`src/hdl/cfde_pkg.sv`:
```
package cfde_pkg;

  localparam int COMP_BITS  = 32;
  localparam int FRAC_BITS  = 30;
  localparam int COORD_BITS = FRAC_BITS + 2;
  // one integer quotient bit, then one bit per fraction place
  localparam int QUO_BITS   = FRAC_BITS + 1;
  localparam int REM_BITS   = COMP_BITS + 1;

  typedef logic [2:0] face_t;

  localparam face_t FACE_ZERO = 3'd0;
  localparam face_t FACE_PX   = 3'd1;
  localparam face_t FACE_PY   = 3'd2;
  localparam face_t FACE_PZ   = 3'd3;
  localparam face_t FACE_NZ   = 3'd4;
  localparam face_t FACE_NY   = 3'd5;
  localparam face_t FACE_NX   = 3'd6;

  typedef struct packed {
    logic signed [COMP_BITS-1:0] dir_x;
    logic signed [COMP_BITS-1:0] dir_y;
    logic signed [COMP_BITS-1:0] dir_z;
  } in_word_t;

  typedef struct packed {
    face_t                        face_number;
    logic signed [COORD_BITS-1:0] face_u;
    logic signed [COORD_BITS-1:0] face_v;
  } out_word_t;

  // classified word: face, magnitudes to divide and result signs
  typedef struct packed {
    face_t                face;
    logic [COMP_BITS-1:0] num_u;
    logic [COMP_BITS-1:0] num_v;
    logic [COMP_BITS-1:0] den;
    logic                 neg_u;
    logic                 neg_v;
  } cls_word_t;

endpackage

```
`src/hdl/cfde_fifo.sv`:
```
module cfde_fifo
  import cfde_pkg::*;
#(
  parameter int DEPTH = 2
) (
  input  logic      clk,
  input  logic      rst_n,
  input  logic      wr_valid,
  output logic      wr_ready,
  input  cls_word_t wr_word,
  output logic      rd_valid,
  input  logic      rd_ready,
  output cls_word_t rd_word
);

  localparam int PTR_BITS = (DEPTH > 1) ? $clog2(DEPTH) : 1;
  localparam int CNT_BITS = $clog2(DEPTH + 1);

  cls_word_t             mem_r [DEPTH];
  logic [PTR_BITS-1:0]   wr_ptr_r, rd_ptr_r;
  logic [CNT_BITS-1:0]   count_r;
  logic                  push, pop;

  assign wr_ready = (count_r != CNT_BITS'(DEPTH));
  assign rd_valid = (count_r != '0);
  assign rd_word  = mem_r[rd_ptr_r];
  assign push     = wr_valid && wr_ready;
  assign pop      = rd_valid && rd_ready;

  always_ff @(posedge clk) begin
    if (!rst_n) begin
      wr_ptr_r <= '0;
      rd_ptr_r <= '0;
      count_r  <= '0;
    end else begin
      // pointers wrap at the last entry, any depth
      if (push) begin
        wr_ptr_r <= (wr_ptr_r == PTR_BITS'(DEPTH - 1)) ? '0 : wr_ptr_r + 1'b1;
      end
      if (pop) begin
        rd_ptr_r <= (rd_ptr_r == PTR_BITS'(DEPTH - 1)) ? '0 : rd_ptr_r + 1'b1;
      end
      unique case ({push, pop})
        2'b10:   count_r <= count_r + 1'b1;
        2'b01:   count_r <= count_r - 1'b1;
        default: count_r <= count_r;
      endcase
    end
  end

  always_ff @(posedge clk) begin
    if (push) begin
      mem_r[wr_ptr_r] <= wr_word;
    end
  end

endmodule

```
`config.mk`:
```
export PLATFORM = sky130hd
export DESIGN_NAME = cfde_fifo
export DESIGN_NICKNAME = d
export VERILOG_FILES = /design/src/hdl/cfde_pkg.sv /design/src/hdl/cfde_fifo.sv
export SDC_FILE = /design/constraint.sdc
export NUM_CORES = 1
export LEC_CHECK = 0
export BUFFER_PORTS_ARGS = -buffer_cell sky130_fd_sc_hd__buf_2
export CAP_MARGIN = 15
export CORE_UTILIZATION = 30
export CTS_CLUSTER_DIAMETER = 120
export DETAILED_ROUTE_END_ITERATION = 7
export PLACE_DENSITY = 0.51
export SLEW_MARGIN = 40
export SYNTH_ARGS = -nofsm -noshare
export SYNTH_HDL_FRONTEND = slang
export SYNTH_SLANG_ARGS = --single-unit
export TNS_END_PERCENT = 50
```
`constraint.sdc`:
```
create_clock -name clk -period 3.91 [get_ports clk]
set_input_delay 0.5865 -clock clk [delete_from_list [all_inputs] [get_ports clk]]
set_output_delay 0.5865 -clock clk [all_outputs]
set_load 0.02 [all_outputs]
```
==> metrics.txt <==
status complete, no violations; DP Wirelength 9.60 mm; core area 0.0245 mm2; largest net degree at the start of global routing 55; Resized Gates After CTS 0; CTS tree yes; Die Height approximately 160 um; hold path startpoint wr_word[88]; Num CTS Buffers 22; top_reg_cell synth edfxtp_1; register bit total from synthesis 207; critical path data arrival time 2.40 ns; Routability Congestion 0.729; Area Overhead vs Synth 28.5%; hold buffers post-CTS 0; worst flop-to-flop path endpoint mem_r[0][71]; Final Non-Filler Cells between 900 and 1000; Critical Path Sink Type output pin; # rows 57; reg-to-reg slack, setup 1.78 ns; initial core utilization 0.307; peak supply drop roughly 350 uV; die width 160 um; Combinational Power Share 0.264; Seq/Total Area, Yosys 0.820; post-synth top area share 0.807; H-Tree Depth 1; DR iter-0 viols 160; ys async rst share 0; final net count 669; vias per std cell around 4.3; period utilisation layout 0.763; Mapped Nets roughly 440; Yosys top cell by area edfxtp_1; I/O pin count 208; Clock Latency Late Sink approximately 0.5 ns; crit path cell chain buf_4 -> mux2_2 -> buf_2; post-synth cell types 21; PwrDens 697 mW/mm2; Post-synth EDFFs 202; Final Critical Period between 2 and 3 ns; antenna violations before repair 2; vias after detailed routing 3875; Port Buf Inserts between 200 and 250; FMAX 335 MHz; reg2reg path depth 4; placed cell count around 860; GRT overflow 0; routed length on met2 7.32 mm; power share of the clock group 0.297; Final setup viols 0; DR pass1 iterations 4; met1 WL 5.92 mm; layout cells sized above 1 0.599; top-count cell post-synth edfxtp_1; root buffer cell clkbuf_16; # Max-Cap Violations 0; CTS clk-pin slew, worst paths roughly 0.060 ns; Max Root-Sink Buffers 3; GRT Total Usage 0.114; vias in the first global route 4054; DRC Markers 0; Crit path buffers/inverters 2; Final Routed Wirelength around 15 mm; Hold Path Stages 1; Clock Skew 0.00867 ns; P_leak 0.00354 uW; reg2reg start count_r[0]; ANT nets after route 0; most frequent cells after synthesis edfxtp_1 (202), mux2_2 (101), buf_4 (9), dfxtp_1 (5), xnor2_1 (3); worst hold-check path type in -> reg; Mapped Area ~0.0075 mm2; P_sw ~2000 uW; sequential share of power 0.438; Max-slew headroom 0.494; post-DR wirelength/cell between 15 and 20 um; Internal Power 4740 uW; Met3 Wirelength ~1.3 mm; Synth area leaders edfxtp_1 (81%), mux2_2 (15%), dfxtp_1 (1.3%); slowest stage delay, CP 0.81 ns; Sw Share 0.296; first-pass GRT wire length between 20 and 25 mm; Final Hold Vio Count 0; worst-margin pin slew 0.759 ns; max-slew violation count 0; Die ar. 0.0257 mm2; unrepaired setup endpoints after global routing false; Worst Hold End mem_r[1][88]; highest metal used met4; Setup Fix Bufs, Post-CTS 0; slowest CP cell dfxtp_4; Crit path required time between 3 and 4 ns; Synth Area per Inst 22.2 um2; cell count after synthesis between 300 and 400; CP max FO 52; clock sink total 207; Worst Setup Start Kind flop; Worst path top cell family by delay flip-flops; setup TNS 0 ns; critical path type reg -> out; Synth Warn # 0
logic make-up after synthesis:
| logic type | share of synthesized area |
|---|---|
| muxes | 0.151 |
| and+or+nand+nor | 0.00733 |
| AOI/OAI and AO/OA | 0.00499 |
| adders and majority gates | 0.00166 |
| buffers and inverters | 0.0108 |
| DFF | 0.820 |
| xor gates and xnor gates | 0.00350 |
worst max path at each step:
stage	from	to	slack [ns]	cells past startpoint
2_1_floorplan	count_r[0]	mem_r[1][0]	0.31	2
3_3_place_gp	flop	rd_word[29]	1.41	3
3_5_place_dp	flop	rd_word[15]	1.38	3
4_1_cts	flop	rd_word[15]	0.84	3
5_1_grt	flop	rd_word[29]	0.74	3
6_report	flop	rd_word[60]	0.93	3
sequential cells by signal, indices dropped and copies added, names as in the netlist, named ones only:
signal / flops
wr_ptr_r: 1
count_r: 2
rd_ptr_r: 1
mem_r: 202
power by group through the flow:
stage	logic (uW)	registers, uW	clock network (uW)
finish	1780	2950	2000
global route	1910	3000	2170
CTS	1830	2970	2070
detailed placement	1810	3010	0
global placement	1800	2990	0
floorplan	1310	2920	0
stage by stage:
stage          cell area [um2]  hold WS (ns)  total power (uW)  worst slack, ns  utilization
2_1_floorplan             7520         0.479              4230            0.308            -
3_3_place_gp              8950         0.491              4800             1.41        0.366
3_5_place_dp              8950         0.529              4830             1.38        0.366
4_1_cts                   9650         0.250              6870            0.843        0.395
5_1_grt                   9660         0.250              7070            0.745        0.395
6_report                  9660         0.277              6740            0.928        0.395
routing by layer:
metal / up-vias / global-route usage
met5: - / 0
met4: 0 / 0.0346
met3: 19 / 0.0400
met2: 153 / 0.189
met1: 1900 / 0.139
li1: 1803 / -
final cells by class:
type | instances | area (um2)
Timing Repair Buffer | 212 | 1100
Clock inverter | 11 | 103
Multi-Input combinational cell | 119 | 1270
Inverter | 1 | 6.26
Antenna cell | 2 | 5.00
Sequential cell | 207 | 6170
Clock buffer | 29 | 598
Tap cell | 324 | 405
Fill cell | 2274 | 14800
cell usage in the layout, fill, tap and decap left out, types with 2 or more instances in the layout:
cell	synthesis	routed
buf_12	0	2
dfxtp_1	5	4
bufinv_16	0	2
diode_2	0	2
xnor2_1	3	3
clkinv_1	0	5
buf_4	9	3
clkbuf_16	0	23
mux2_2	101	101
buf_2	2	207
clkbuf_1	0	6
edfxtp_1	202	202
clkinv_2	0	3
nor2b_1	2	2
No activity file was read; power rests on OpenSTA's default activity.
