==> src/hdl/cfde_pkg.sv <==
package cfde_pkg;

  localparam int COMP_BITS  = 32;
  localparam int FRAC_BITS  = 30;
  localparam int COORD_BITS = FRAC_BITS + 2;
  // one integer quotient bit, then one bit per fraction place
  localparam int QUO_BITS   = FRAC_BITS + 1;
  localparam int REM_BITS   = COMP_BITS + 1;

  typedef logic [2:0] face_t;

  localparam face_t FACE_ZERO = 3'd0;
  localparam face_t FACE_PX   = 3'd1;
  localparam face_t FACE_PY   = 3'd2;
  localparam face_t FACE_PZ   = 3'd3;
  localparam face_t FACE_NZ   = 3'd4;
  localparam face_t FACE_NY   = 3'd5;
  localparam face_t FACE_NX   = 3'd6;

  typedef struct packed {
    logic signed [COMP_BITS-1:0] dir_x;
    logic signed [COMP_BITS-1:0] dir_y;
    logic signed [COMP_BITS-1:0] dir_z;
  } in_word_t;

  typedef struct packed {
    face_t                        face_number;
    logic signed [COORD_BITS-1:0] face_u;
    logic signed [COORD_BITS-1:0] face_v;
  } out_word_t;

  // classified word: face, magnitudes to divide and result signs
  typedef struct packed {
    face_t                face;
    logic [COMP_BITS-1:0] num_u;
    logic [COMP_BITS-1:0] num_v;
    logic [COMP_BITS-1:0] den;
    logic                 neg_u;
    logic                 neg_v;
  } cls_word_t;

endpackage

==> src/hdl/cfde_front.sv <==
module cfde_front
  import cfde_pkg::*;
(
  input  logic      clk,
  input  logic      rst_n,
  input  logic      in_valid,
  output logic      in_ready,
  input  in_word_t  in_word,
  output logic      cls_valid,
  input  logic      cls_ready,
  output cls_word_t cls_word
);

  logic                 nx, ny, nz;
  logic [COMP_BITS-1:0] ax, ay, az;
  cls_word_t            cls_nxt;
  cls_word_t            cls_r;
  logic                 cls_valid_r;

  always_comb begin
    nx = in_word.dir_x[COMP_BITS-1];
    ny = in_word.dir_y[COMP_BITS-1];
    nz = in_word.dir_z[COMP_BITS-1];
    // most negative value maps to magnitude 2^(COMP_BITS-1)
    ax = nx ? (~in_word.dir_x + 1'b1) : in_word.dir_x;
    ay = ny ? (~in_word.dir_y + 1'b1) : in_word.dir_y;
    az = nz ? (~in_word.dir_z + 1'b1) : in_word.dir_z;
  end

  always_comb begin
    cls_nxt = '0;
    priority if (ax == '0 && ay == '0 && az == '0) begin
      // 0/1 divides to zero
      cls_nxt.face = FACE_ZERO;
      cls_nxt.den  = COMP_BITS'(1);
    end else if (az >= ax && az >= ay) begin
      cls_nxt.face  = nz ? FACE_NZ : FACE_PZ;
      cls_nxt.num_u = ax;
      cls_nxt.neg_u = nx;
      cls_nxt.num_v = ay;
      cls_nxt.neg_v = ny ^ nz;
      cls_nxt.den   = az;
    end else if (ay >= ax) begin
      cls_nxt.face  = ny ? FACE_NY : FACE_PY;
      cls_nxt.num_u = az;
      cls_nxt.neg_u = nz;
      cls_nxt.num_v = ax;
      cls_nxt.neg_v = nx ^ ny;
      cls_nxt.den   = ay;
    end else begin
      cls_nxt.face  = nx ? FACE_NX : FACE_PX;
      cls_nxt.num_u = ay;
      cls_nxt.neg_u = ny;
      cls_nxt.num_v = az;
      cls_nxt.neg_v = nz ^ nx;
      cls_nxt.den   = ax;
    end
  end

  assign in_ready  = !cls_valid_r || cls_ready;
  assign cls_valid = cls_valid_r;
  assign cls_word  = cls_r;

  always_ff @(posedge clk) begin
    if (!rst_n) begin
      cls_valid_r <= 1'b0;
    end else if (in_ready) begin
      cls_valid_r <= in_valid;
    end
  end

  always_ff @(posedge clk) begin
    if (in_ready && in_valid) begin
      cls_r <= cls_nxt;
    end
  end

endmodule

==> config.mk <==
export PLATFORM = sky130hd
export DESIGN_NAME = cfde_front
export DESIGN_NICKNAME = d
export VERILOG_FILES = /design/src/hdl/cfde_pkg.sv /design/src/hdl/cfde_front.sv
export SDC_FILE = /design/constraint.sdc
export NUM_CORES = 1
export LEC_CHECK = 0
export ABC_AREA = 0
export ABC_CLOCK_PERIOD_IN_PS = 9200
export BUFFER_PORTS_ARGS = -buffer_cell sky130_fd_sc_hd__buf_4
export CAP_MARGIN = 20
export CORE_ASPECT_RATIO = 2
export CORE_MARGIN = 4
export CORE_UTILIZATION = 40
export CTS_BUF_LIST = sky130_fd_sc_hd__clkbuf_2 sky130_fd_sc_hd__clkbuf_4 sky130_fd_sc_hd__clkbuf_8
export DETAILED_ROUTE_END_ITERATION = 7
export PLACE_DENSITY = 0.72
export SLEW_MARGIN = 15
export SYNTH_ARGS = -nofsm -noshare
export SYNTH_HDL_FRONTEND = slang
export SYNTH_SLANG_ARGS = --single-unit
==> constraint.sdc <==
create_clock -name clk -period 9.2 [get_ports clk]
set_input_delay 0.92 -clock clk [delete_from_list [all_inputs] [get_ports clk]]
set_output_delay 0.92 -clock clk [all_outputs]
set_load 0.01 [all_outputs]
==> results of run 1 <==
[power breakdown]
part	internal, uW	total [uW]	switching [uW]
Sequential	649	691	41.8
Clock	101	285	184
Combinational	402	979	577
[worst paths after layout]
path | from | to | slack, ns | cells after the start
worst min register to register | cls_valid$_SDFFE_PN0N_ | cls_valid$_SDFFE_PN0N_ | 0.55 | 2
worst max register to register | cls_valid$_SDFFE_PN0N_ | cls_word[67]$_SDFFCE_PP0P_ | 7.04 | 3
worst max-delay path | in_word[3] | cls_word[9]$_SDFFCE_PP0P_ | 2.32 | 18
worst min-delay path | cls_valid$_SDFFE_PN0N_ | cls_valid$_SDFFE_PN0N_ | 0.55 | 2
[cells in the final DEF (no fill, tap or decap), types with 27 or more instances in the layout]
cell type / n
a21oi_1: 44
buf_4: 229
edfxtp_1: 101
ha_1: 97
inv_1: 59
mux2i_1: 27
nand2_1: 98
nand2b_1: 30
nor2_1: 47
o211ai_1: 62
o21ai_0: 115
o31ai_1: 27
xnor2_1: 54
xor2_1: 33
[per-stage QoR]
stage / hold slack, ns / cells / utilization, % / instance area [um^2] / total power [uW]
global route: 0.593 / 1635 / 49.3 / 12100 / 2070
floorplan: 0.610 / 1119 / - / 9980 / 1260
global placement: 0.522 / 1618 / 48.5 / 11900 / 1660
CTS: 0.559 / 1634 / 49.3 / 12100 / 1960
detailed placement: 0.543 / 1618 / 48.5 / 11900 / 1670
finish: 0.553 / 1635 / 49.3 / 12100 / 1950
[sequential cells by signal, summed over array words and instances, names as in the netlist]
| name | cells |
|---|---|
| cls_valid | 1 |
| cls_word | 101 |
[cells by family after synthesis]
group                      after synthesis  synth area share, %
AOI/OAI and AO/OA                      337                 22.2
xor gates and xnor gates                87                 7.64
adders and majority gates               97                 12.2
buffers and inverters                  122                 4.74
DFF                                    102                 30.6
muxes                                   47                 4.97
and+or+nand+nor                        327                 17.7
[worst min-delay path, delay by kind of cell (launching register included)]
family          cells  cell delay, ns
flops               1            0.32
simple gates        1            0.11
compound gates      1            0.09
[final cells by class]
cell class | count | area [um^2] | area share, %
Multi-Input combinational cell | 895 | 6470 | 53.5
Antenna cell | 1 | 2.50 | 0.0207
Inverter | 59 | 221 | 1.83
Tap cell | 332 | 415 | 3.44
Timing Repair Buffer | 230 | 1740 | 14.4
Clock inverter | 7 | 62.6 | 0.517
Sequential cell | 102 | 3050 | 25.3
Clock buffer | 9 | 124 | 1.02
[layer usage]
metal,track usage (%),vias up,wire length (um)
met5,0,-,0
met4,28.9,0,4760
met3,3.64,219,1620
met2,51.9,453,21000
met1,22.2,4571,11000
li1,-,4605,-
==> results.md, run 1 <==
* Core area at roughly 0.025 mm^2
* Vias in the first global route at between 9000 and 10000
* Max incr delay on CP at roughly 0.75 ns
* Via-to-Cell Ratio at 6.02
* Die W at about 120 um
* Mean cell area of the mapped netlist at slightly below 9 um^2
* Yosys top cell area share at 30.4%
* Setup ws final at 2.32 ns
* Initial antenna violation count at 1
* Maximum VDD drop at approximately 0.078 mV
* Worst Path Required at around 9.4 ns
* Buf/Inv on CP at 3
* Clock buffer count from CTS at 9
* Final Hold Vio Count at 0
* Setup CP Type: input pin to flip-flop
* Cell family with most CP delay: simple AND/OR/NAND/NOR gates
* Run status: complete, no violations
* Setup TNS at 0 ns
* Most frequent cell after synthesis: o21ai_0
* Max-slew violations at 0
* Port-buffer cells at ~200
* Primary FF master, synth: edfxtp_1
* Clk_skew at about 0.02 ns
* Via count at just under 10000
* Post-synthesis async set-or-reset flop share at 0%
* Worst-Margin Slew at 0.968 ns
* Root Driver: clkbuf_8
* Crit path DAT at ~7.1 ns
* Synth Register Bits at roughly 100
* Synth area leader: edfxtp_1
* Final Cycle Share at between 70% and 80%
* Die area at 0.0277 mm^2
* Synth Warn # at 0
* CTS H-Tree Depth at 3
* CTS tree: done
* Number of synthesized flops with an enable pin at between 100 and 150
* Minimum clock period at roughly 6.9 ns
* Tightest Hold Check Type: flip-flop to flip-flop
* CTS Hold Bufs at 0
* Wire per inst at around 23 um
* Cell Pwr Density at between 150 and 200 mW/mm^2
* RSZ-0062 raised after global routing: false
* Chip height at 231 um
* Mapped Area at roughly 0.010 mm^2
* First-pass GRT wire length at around 56 mm
* Total grt overflow at 0
* Worst path cell trace: buf_4 -> nor4_1 -> nand3_1 -> or3_1 -> or3_1 -> nand2_1 -> xor2_1 -> inv_1 -> ha_1 -> a21o_1 -> a21o_1 -> a21o_1 -> a211oi_1 -> o41ai_1 -> or3_1 -> nand2_4 -> buf_4 -> mux2_2
* Synth-to-Final Area Change at 21.2%
* Clock transition at path regs at ~0.10 ns
* Post-CTS Resized at 0
* Slew HR at between 30% and 40%
* Layout cells sized above 1 at between 20% and 30%
* Final Setup Violations at 0
* Largest net degree at the start of global routing at 139
* Row cnt at between 80 and 90
* Later-pin clock latency in the skew report at roughly 0.44 ns
* Drt first pass iters at 5
* Routed wire length at 38.4 mm
* Fmax at about 150 MHz
* Worst Setup End Kind: flip-flop
* Initial core utilization at around two fifths
* Cell count after synthesis at 1119
* CP startpoint kind: input pin
* Post-DP HPWL at slightly above 30 mm
* Initial drt markers at between 600 and 700
* CP max FO at 98
* Yosys cell types at slightly below 70
* Filler cells at ~2500
* DR DRC count at 0
* Commonest cells in the netlist: 115 x o21ai_0, 101 x edfxtp_1, 99 x nand2_1
* Setup bufs post-CTS at 0
* GRT Util Overall at about 27%
* Routability congestion estimate at roughly 0.95
* Post-synthesis sequential area ratio at between 30% and 40%
* Leakage power figure at between 0.004 and 0.005 uW
* Synth top area cells: edfxtp_1 30%, ha_1 12%, o21ai_0 5.8%
* CP max stage cell: nand2_4
* Max Cap Violations at 0
* I/O pin count at 203
* Fin nets at roughly 1500
* Detail Route Antenna Nets at 0
* Pre-CTS WS at about 2.0 ns
* Syn Nets at ~1300
* Clock tree sinks at just over 100
* Maximum clock path buffer count at 2
No activity file was read; power rests on OpenSTA's default activity.
==> run 2: changes to the inputs <==
--- a/config.mk
+++ b/config.mk
@@ -6,7 +6,7 @@
 export NUM_CORES = 1
 export LEC_CHECK = 0
 export ABC_AREA = 0
-export ABC_CLOCK_PERIOD_IN_PS = 9200
+export ABC_CLOCK_PERIOD_IN_PS = 6750
 export BUFFER_PORTS_ARGS = -buffer_cell sky130_fd_sc_hd__buf_4
 export CAP_MARGIN = 20
 export CORE_ASPECT_RATIO = 2
==> constraint.sdc (replaced) <==
create_clock -name clk -period 6.75 [get_ports clk]
set_input_delay 0.675 -clock clk [delete_from_list [all_inputs] [get_ports clk]]
set_output_delay 0.675 -clock clk [all_outputs]
set_load 0.01 [all_outputs]
==> results.md, run 2 (synthesis results as in run 1) <==
* Hold_sp: in_valid
* Setup CP Type: input pin to flip-flop
* Clock buffer count from CTS at 9
* First-pass GRT wire length at ~57 mm
* Via count at approximately 10000
* Maximum clock path buffer count at 2
* Worst Hold Depth at 3
* Final Setup Violations at 0
* Chip height at between 200 and 250 um
* Cell Pwr Density at approximately 220 mW/mm^2
* RSZ-0062 raised after global routing: false
* Worst path cell trace: buf_4 -> or4_1 -> or4_1 -> nor3_1 -> nand2_1 -> nand2_1 -> xor2_1 -> ha_1 -> a21o_1 -> a21o_1 -> a21o_1 -> a211oi_1 -> o41ai_1 -> or3_1 -> nand2_4 -> buf_12 -> nor2_1 -> a311oi_1
* Placed Cells at approximately 1600
* Initial core utilization at around 41%
* Row cnt at 81
* I/O pin count at between 200 and 250
* Leakage power figure at approximately 0.0050 uW
* Max Cap Violations at 0
* Top sig layer: met4
* Setup TNS at 0 ns
* Core area at about 0.025 mm^2
* Reg2reg start: cls_valid$_SDFFE_PN0N_
* Final Hold Vio Count at 0
* Clock Power Share at between 15 and 20%
* Post-CTS Resized at 0
* Reg-to-Reg End: cls_word[11]$_SDFFCE_PP0P_
* Worst Setup End Kind: flip-flop
* Commonest non-fill, non-tap cell in the layout: buf_4
* Later-pin clock latency in the skew report at between 0.4 and 0.5 ns
* Die area at around 0.028 mm^2
* DR DRC count at 0
* Run status: complete, no violations
* Worst Path Required at ~7.0 ns
* Cell mode on critical path: a21o_1
* CP max stage cell: or4_1
* Port-buffer cells at 202
* Minimum clock period at a little under 6 ns
* CTS Hold Bufs at 0
* GRT Util Overall at between 20% and 30%
* Sequential power share at around 34%
* Max-slew violations at 0
* Die W at roughly 120 um
* Synth-to-Final Area Change at 23.3%
* Worst-Margin Slew at ~1.1 ns
* Metal3 WL at ~1.6 mm
* Largest net degree at the start of global routing at between 60 and 70
* Root Driver: clkbuf_8
* Tightest Hold Check Type: input pin to flip-flop
* Maximum VDD drop at around 0.13 mV
* CP max FO at 33
* Crit path DAT at ~6.1 ns
* Final non-filler cell total at ~1700
* Combinational group share of total power at about half
* Hold Path Sink: cls_valid$_SDFFE_PN0N_
* Setup bufs post-CTS at 0
* Pint at around 1600 uW
* Vias in the first global route at just over 10000
* CTS H-Tree Depth at 3
* Total grt overflow at 0
* Clock tree sinks at 102
* Layout cells sized above 1 at 23.0%
* Final Cycle Share at 86.5%
* Drt first pass iters at 5
* CP startpoint kind: input pin
* Switching pwr at 1110 uW
* Clock transition at path regs at roughly 0.10 ns
* Detail Route Antenna Nets at 0
* Max incr delay on CP at roughly 0.70 ns
* Diode count at 0
* Number of flip-flops in the largest register at 101
* Fin nets at between 1500 and 2000
* Wire length on met2 at 21.3 mm
* CTS tree: done
* Sw frac at 40.4%
* Initial drt markers at ~740
* Via-to-Cell Ratio at between 6 and 7
* Commonest cells after routing, fill and taps aside: 241 x buf_4, 115 x o21ai_0, 101 x edfxtp_1, 98 x nand2_1, 97 x ha_1
* Routability congestion estimate at slightly below 1
* Clk_skew at 0.00762 ns
* Wire per inst at roughly 24 um
* Slew HR at ~29%
* Flop-to-flop setup slack at around 4.6 ns
* Post-DP HPWL at 32.0 mm
* Met1 WL at around 11 mm
* Initial antenna violation count at 0
* R2R depth at 3
* Routed wire length at approximately 40 mm
* Fmax at 171 MHz
run 2: cell types whose count changed in the layout (fill, tap and decap cells not counted):
cell,delta
inv_6,+3
buf_12,+5
bufinv_16,+1
diode_2,-1
buf_4,+12
clkinv_1,-1
clkinv_4,-2
clkinv_8,-1
run 2: layout make-up:
class / count / area, um^2
Fill cell: 2372 / 12200
Multi-Input combinational cell: 895 / 6470
Sequential cell: 102 / 3050
Timing Repair Buffer: 247 / 1930
Tap cell: 332 / 415
Inverter: 59 / 221
Clock buffer: 9 / 124
Clock inverter: 7 / 81.3
run 2: worst max path at each step:
stage	startpoint	slack, ns	depth (start not counted)	end
2_1_floorplan	in_word[32]	1.39	19	cls_word[10]$_SDFFCE_PP0P_
3_3_place_gp	in_word[73]	0.65	18	cls_word[1]$_SDFFCE_PP0P_
5_1_grt	in_word[73]	0.64	18	cls_word[1]$_SDFFCE_PP0P_
4_1_cts	in_word[73]	1.06	18	cls_word[1]$_SDFFCE_PP0P_
3_5_place_dp	in_word[73]	0.64	18	cls_word[1]$_SDFFCE_PP0P_
6_report	in_word[73]	0.91	18	cls_word[1]$_SDFFCE_PP0P_
run 2: through the flow:
step | hold slack, ns | cell area [um^2] | power [uW] | utilization, % | setup slack, ns
4_1_cts | 0.494 | 12300 | 2750 | 50.1 | 1.06
6_report | 0.494 | 12300 | 2750 | 50.1 | 0.909
3_3_place_gp | 0.524 | 12100 | 2290 | 49.3 | 0.648
3_5_place_dp | 0.542 | 12100 | 2320 | 49.3 | 0.636
2_1_floorplan | 0.610 | 9980 | 1720 | - | 1.39
5_1_grt | 0.497 | 12300 | 2910 | 50.1 | 0.639
run 2: worst max-delay path, delay by kind of cell:
| family | cells | cell delay (ns) |
|---|---|---|
| compound gates | 6 | 1.33 |
| xor+xnor | 1 | 0.54 |
| fa+ha+maj | 1 | 0.36 |
| buf+inv | 2 | 0.35 |
| simple gates | 8 | 2.78 |
run 2: metal layers:
layer  global-route usage, %  vias up
met1                    22.8     4614
met3                    3.66      243
met4                    30.5        0
li1                        -     4642
met5                       0        -
met2                    52.4      450
run 2: power groups by stage:
| stage | Clock, uW | Sequential [uW] | Combinational (uW) |
|---|---|---|---|
| 5_1_grt | 461 | 953 | 1500 |
| 3_3_place_gp | 0 | 961 | 1330 |
| 4_1_cts | 435 | 944 | 1370 |
| 2_1_floorplan | 0 | 996 | 720 |
| 6_report | 434 | 944 | 1380 |
| 3_5_place_dp | 0 | 956 | 1360 |
==> run 3: changes to the inputs <==
--- a/config.mk
+++ b/config.mk
@@ -9,7 +9,7 @@
 export ABC_CLOCK_PERIOD_IN_PS = 6750
 export BUFFER_PORTS_ARGS = -buffer_cell sky130_fd_sc_hd__buf_4
 export CAP_MARGIN = 20
-export CORE_ASPECT_RATIO = 2
+export CORE_ASPECT_RATIO = 1.75
 export CORE_MARGIN = 4
 export CORE_UTILIZATION = 40
 export CTS_BUF_LIST = sky130_fd_sc_hd__clkbuf_2 sky130_fd_sc_hd__clkbuf_4 sky130_fd_sc_hd__clkbuf_8
==> results.md, run 3 (synthesis results as in run 1) <==
* Run status: complete, no violations
* Hold Path Sink: cls_valid$_SDFFE_PN0N_
* Maximum clock path buffer count at 2
* CP startpoint kind: input pin
* Later-pin clock latency in the skew report at ~0.42 ns
* Overall power at 2720 uW
* Row cnt at 76
* Final non-filler cell total at approximately 1600
* Largest net degree at the start of global routing at ~100
* Worst Setup End Kind: flip-flop
* CTS tree: done
* Post-CTS Resized at 0
* Max-slew violations at 0
* Final Hold Vio Count at 0
* Port-buffer cells at 202
* Chip height at ~220 um
* Reg-to-Reg End: cls_word[6]$_SDFFCE_PP0P_
* Max Cap Violations at 0
* Fmax at 176 MHz
* Reg2reg start: cls_valid$_SDFFE_PN0N_
* CP max stage cell: or4b_2
* CP max FO at 23
* First-pass GRT wire length at about 55 mm
* I/O pin count at slightly above 200
* Clock transition at path regs at approximately 0.11 ns
* Fin nets at between 1000 and 1500
* Final Util at 49.4%
* Hold_sp: in_valid
* Crit path DAT at 5.85 ns
* R2R depth at 3
* Commonest non-fill, non-tap cell in the layout: buf_4
* Routed wire length at about 37 mm
* Maximum VDD drop at 0.111 mV
* Post-DP HPWL at 29.9 mm
* Diode count at 0
* Placed Cells at ~1600
* Setup bufs post-CTS at 0
* Cell Pwr Density at about 220 mW/mm^2
* Die area at between 0.02 and 0.03 mm^2
* Root Driver: clkbuf_8
* Via-to-Cell Ratio at ~6.1
* CTS H-Tree Depth at 3
* DR DRC count at 0
* Via count at between 9000 and 10000
* Number of flip-flops in the largest register at just over 100
* Clock tree sinks at roughly 100
* GRT Util Overall at between 20% and 30%
* Leakage power figure at 0.00491 uW
* Detail Route Antenna Nets at 0
* Drt first pass iters at 5
* Flop-to-flop setup slack at ~4.6 ns
* Clk_skew at 0.0155 ns
* Buf/Inv on CP at 4
* Setup TNS at 0 ns
* Routability congestion estimate at 1.01
* Wire per inst at approximately 23 um
* Final Cycle Share at around 84%
* Initial core utilization at approximately two fifths
* RSZ-0062 raised after global routing: false
* Max incr delay on CP at 0.65 ns
* Worst-Margin Slew at approximately 0.96 ns
* Initial drt markers at between 600 and 700
* Worst Path Required at approximately 6.9 ns
* Clock buffer count from CTS at 9
* Total grt overflow at 0
* Worst path cell trace: buf_4 -> inv_1 -> ha_1 -> or4b_2 -> or2_2 -> or4_4 -> o31ai_1 -> xnor2_1 -> inv_1 -> ha_1 -> a21o_1 -> a2111oi_0 -> o21ai_0 -> o21ai_0 -> a31oi_1 -> nand2_4 -> buf_4 -> mux2_2
* Layout cells sized above 1 at between 20 and 25%
* Minimum clock period at roughly 5.7 ns
* Setup CP Type: input pin to flip-flop
* Vias in the first global route at 9711
* Tightest Hold Check Type: input pin to flip-flop
* Die W at about 130 um
* Synth-to-Final Area Change at 21.9%
* Worst Hold Depth at 3
* Final Setup Violations at 0
* Initial antenna violation count at 0
* Commonest cells after routing, fill and taps aside: 231 x buf_4, 115 x o21ai_0, 101 x edfxtp_1, 98 x nand2_1, 97 x ha_1
* CTS Hold Bufs at 0
* Core area at approximately 0.025 mm^2
* Slew HR at 35.4%
* Cell family with most CP delay: simple AND/OR/NAND/NOR gates
==> run 3: final cells by class <==
class                      instances  area, um^2
multi-input combinational        895        6470
timing repair buffer             235        1810
fill                            2367       12500
clock buffer                      10         131
clock inverter                     6        77.6
tap                              312         390
inverter                          59         221
sequential                       102        3050
==> run 3: power breakdown <==
group / internal, uW / total, uW / switching, uW
sequential: 885 / 937 / 52.8
clock: 182 / 437 / 255
combinational: 563 / 1350 / 783
==> run 3: per-stage QoR <==
step                setup WS [ns]  area [um^2]  hold slack, ns
finish                       1.07        12200           0.498
global placement            0.837        12000           0.524
global route                0.846        12200           0.497
detailed placement          0.746        12000           0.542
CTS                          1.18        12200           0.498
floorplan                    1.39         9980           0.610
==> run 3: worst register-to-register path, cell delays in order (launching register included) <==
cell      delay, ns
dfxtp_1        0.33
nand2b_1       0.10
and2_4         0.55
buf_4          0.72
==> run 3: worst max path at each step <==
stage	endpoint	start	slack, ns	cells after the start
3_3_place_gp	cls_word[9]$_SDFFCE_PP0P_	in_word[73]	0.84	16
2_1_floorplan	cls_word[10]$_SDFFCE_PP0P_	in_word[32]	1.39	19
4_1_cts	cls_word[9]$_SDFFCE_PP0P_	in_word[32]	1.18	18
5_1_grt	cls_word[9]$_SDFFCE_PP0P_	in_word[32]	0.85	18
6_report	cls_word[9]$_SDFFCE_PP0P_	in_word[32]	1.07	18
3_5_place_dp	cls_word[9]$_SDFFCE_PP0P_	in_word[32]	0.75	18
==> run 3: per-layer routing <==
| metal | up-vias | routed length, um | GRT usage (%) |
|---|---|---|---|
| met5 | - | 0 | 0 |
| met2 | 436 | 19400 | 48.1 |
| li1 | 4617 | - | - |
| met1 | 4589 | 11400 | 23.4 |
| met4 | 0 | 4270 | 25.6 |
| met3 | 215 | 1760 | 3.66 |
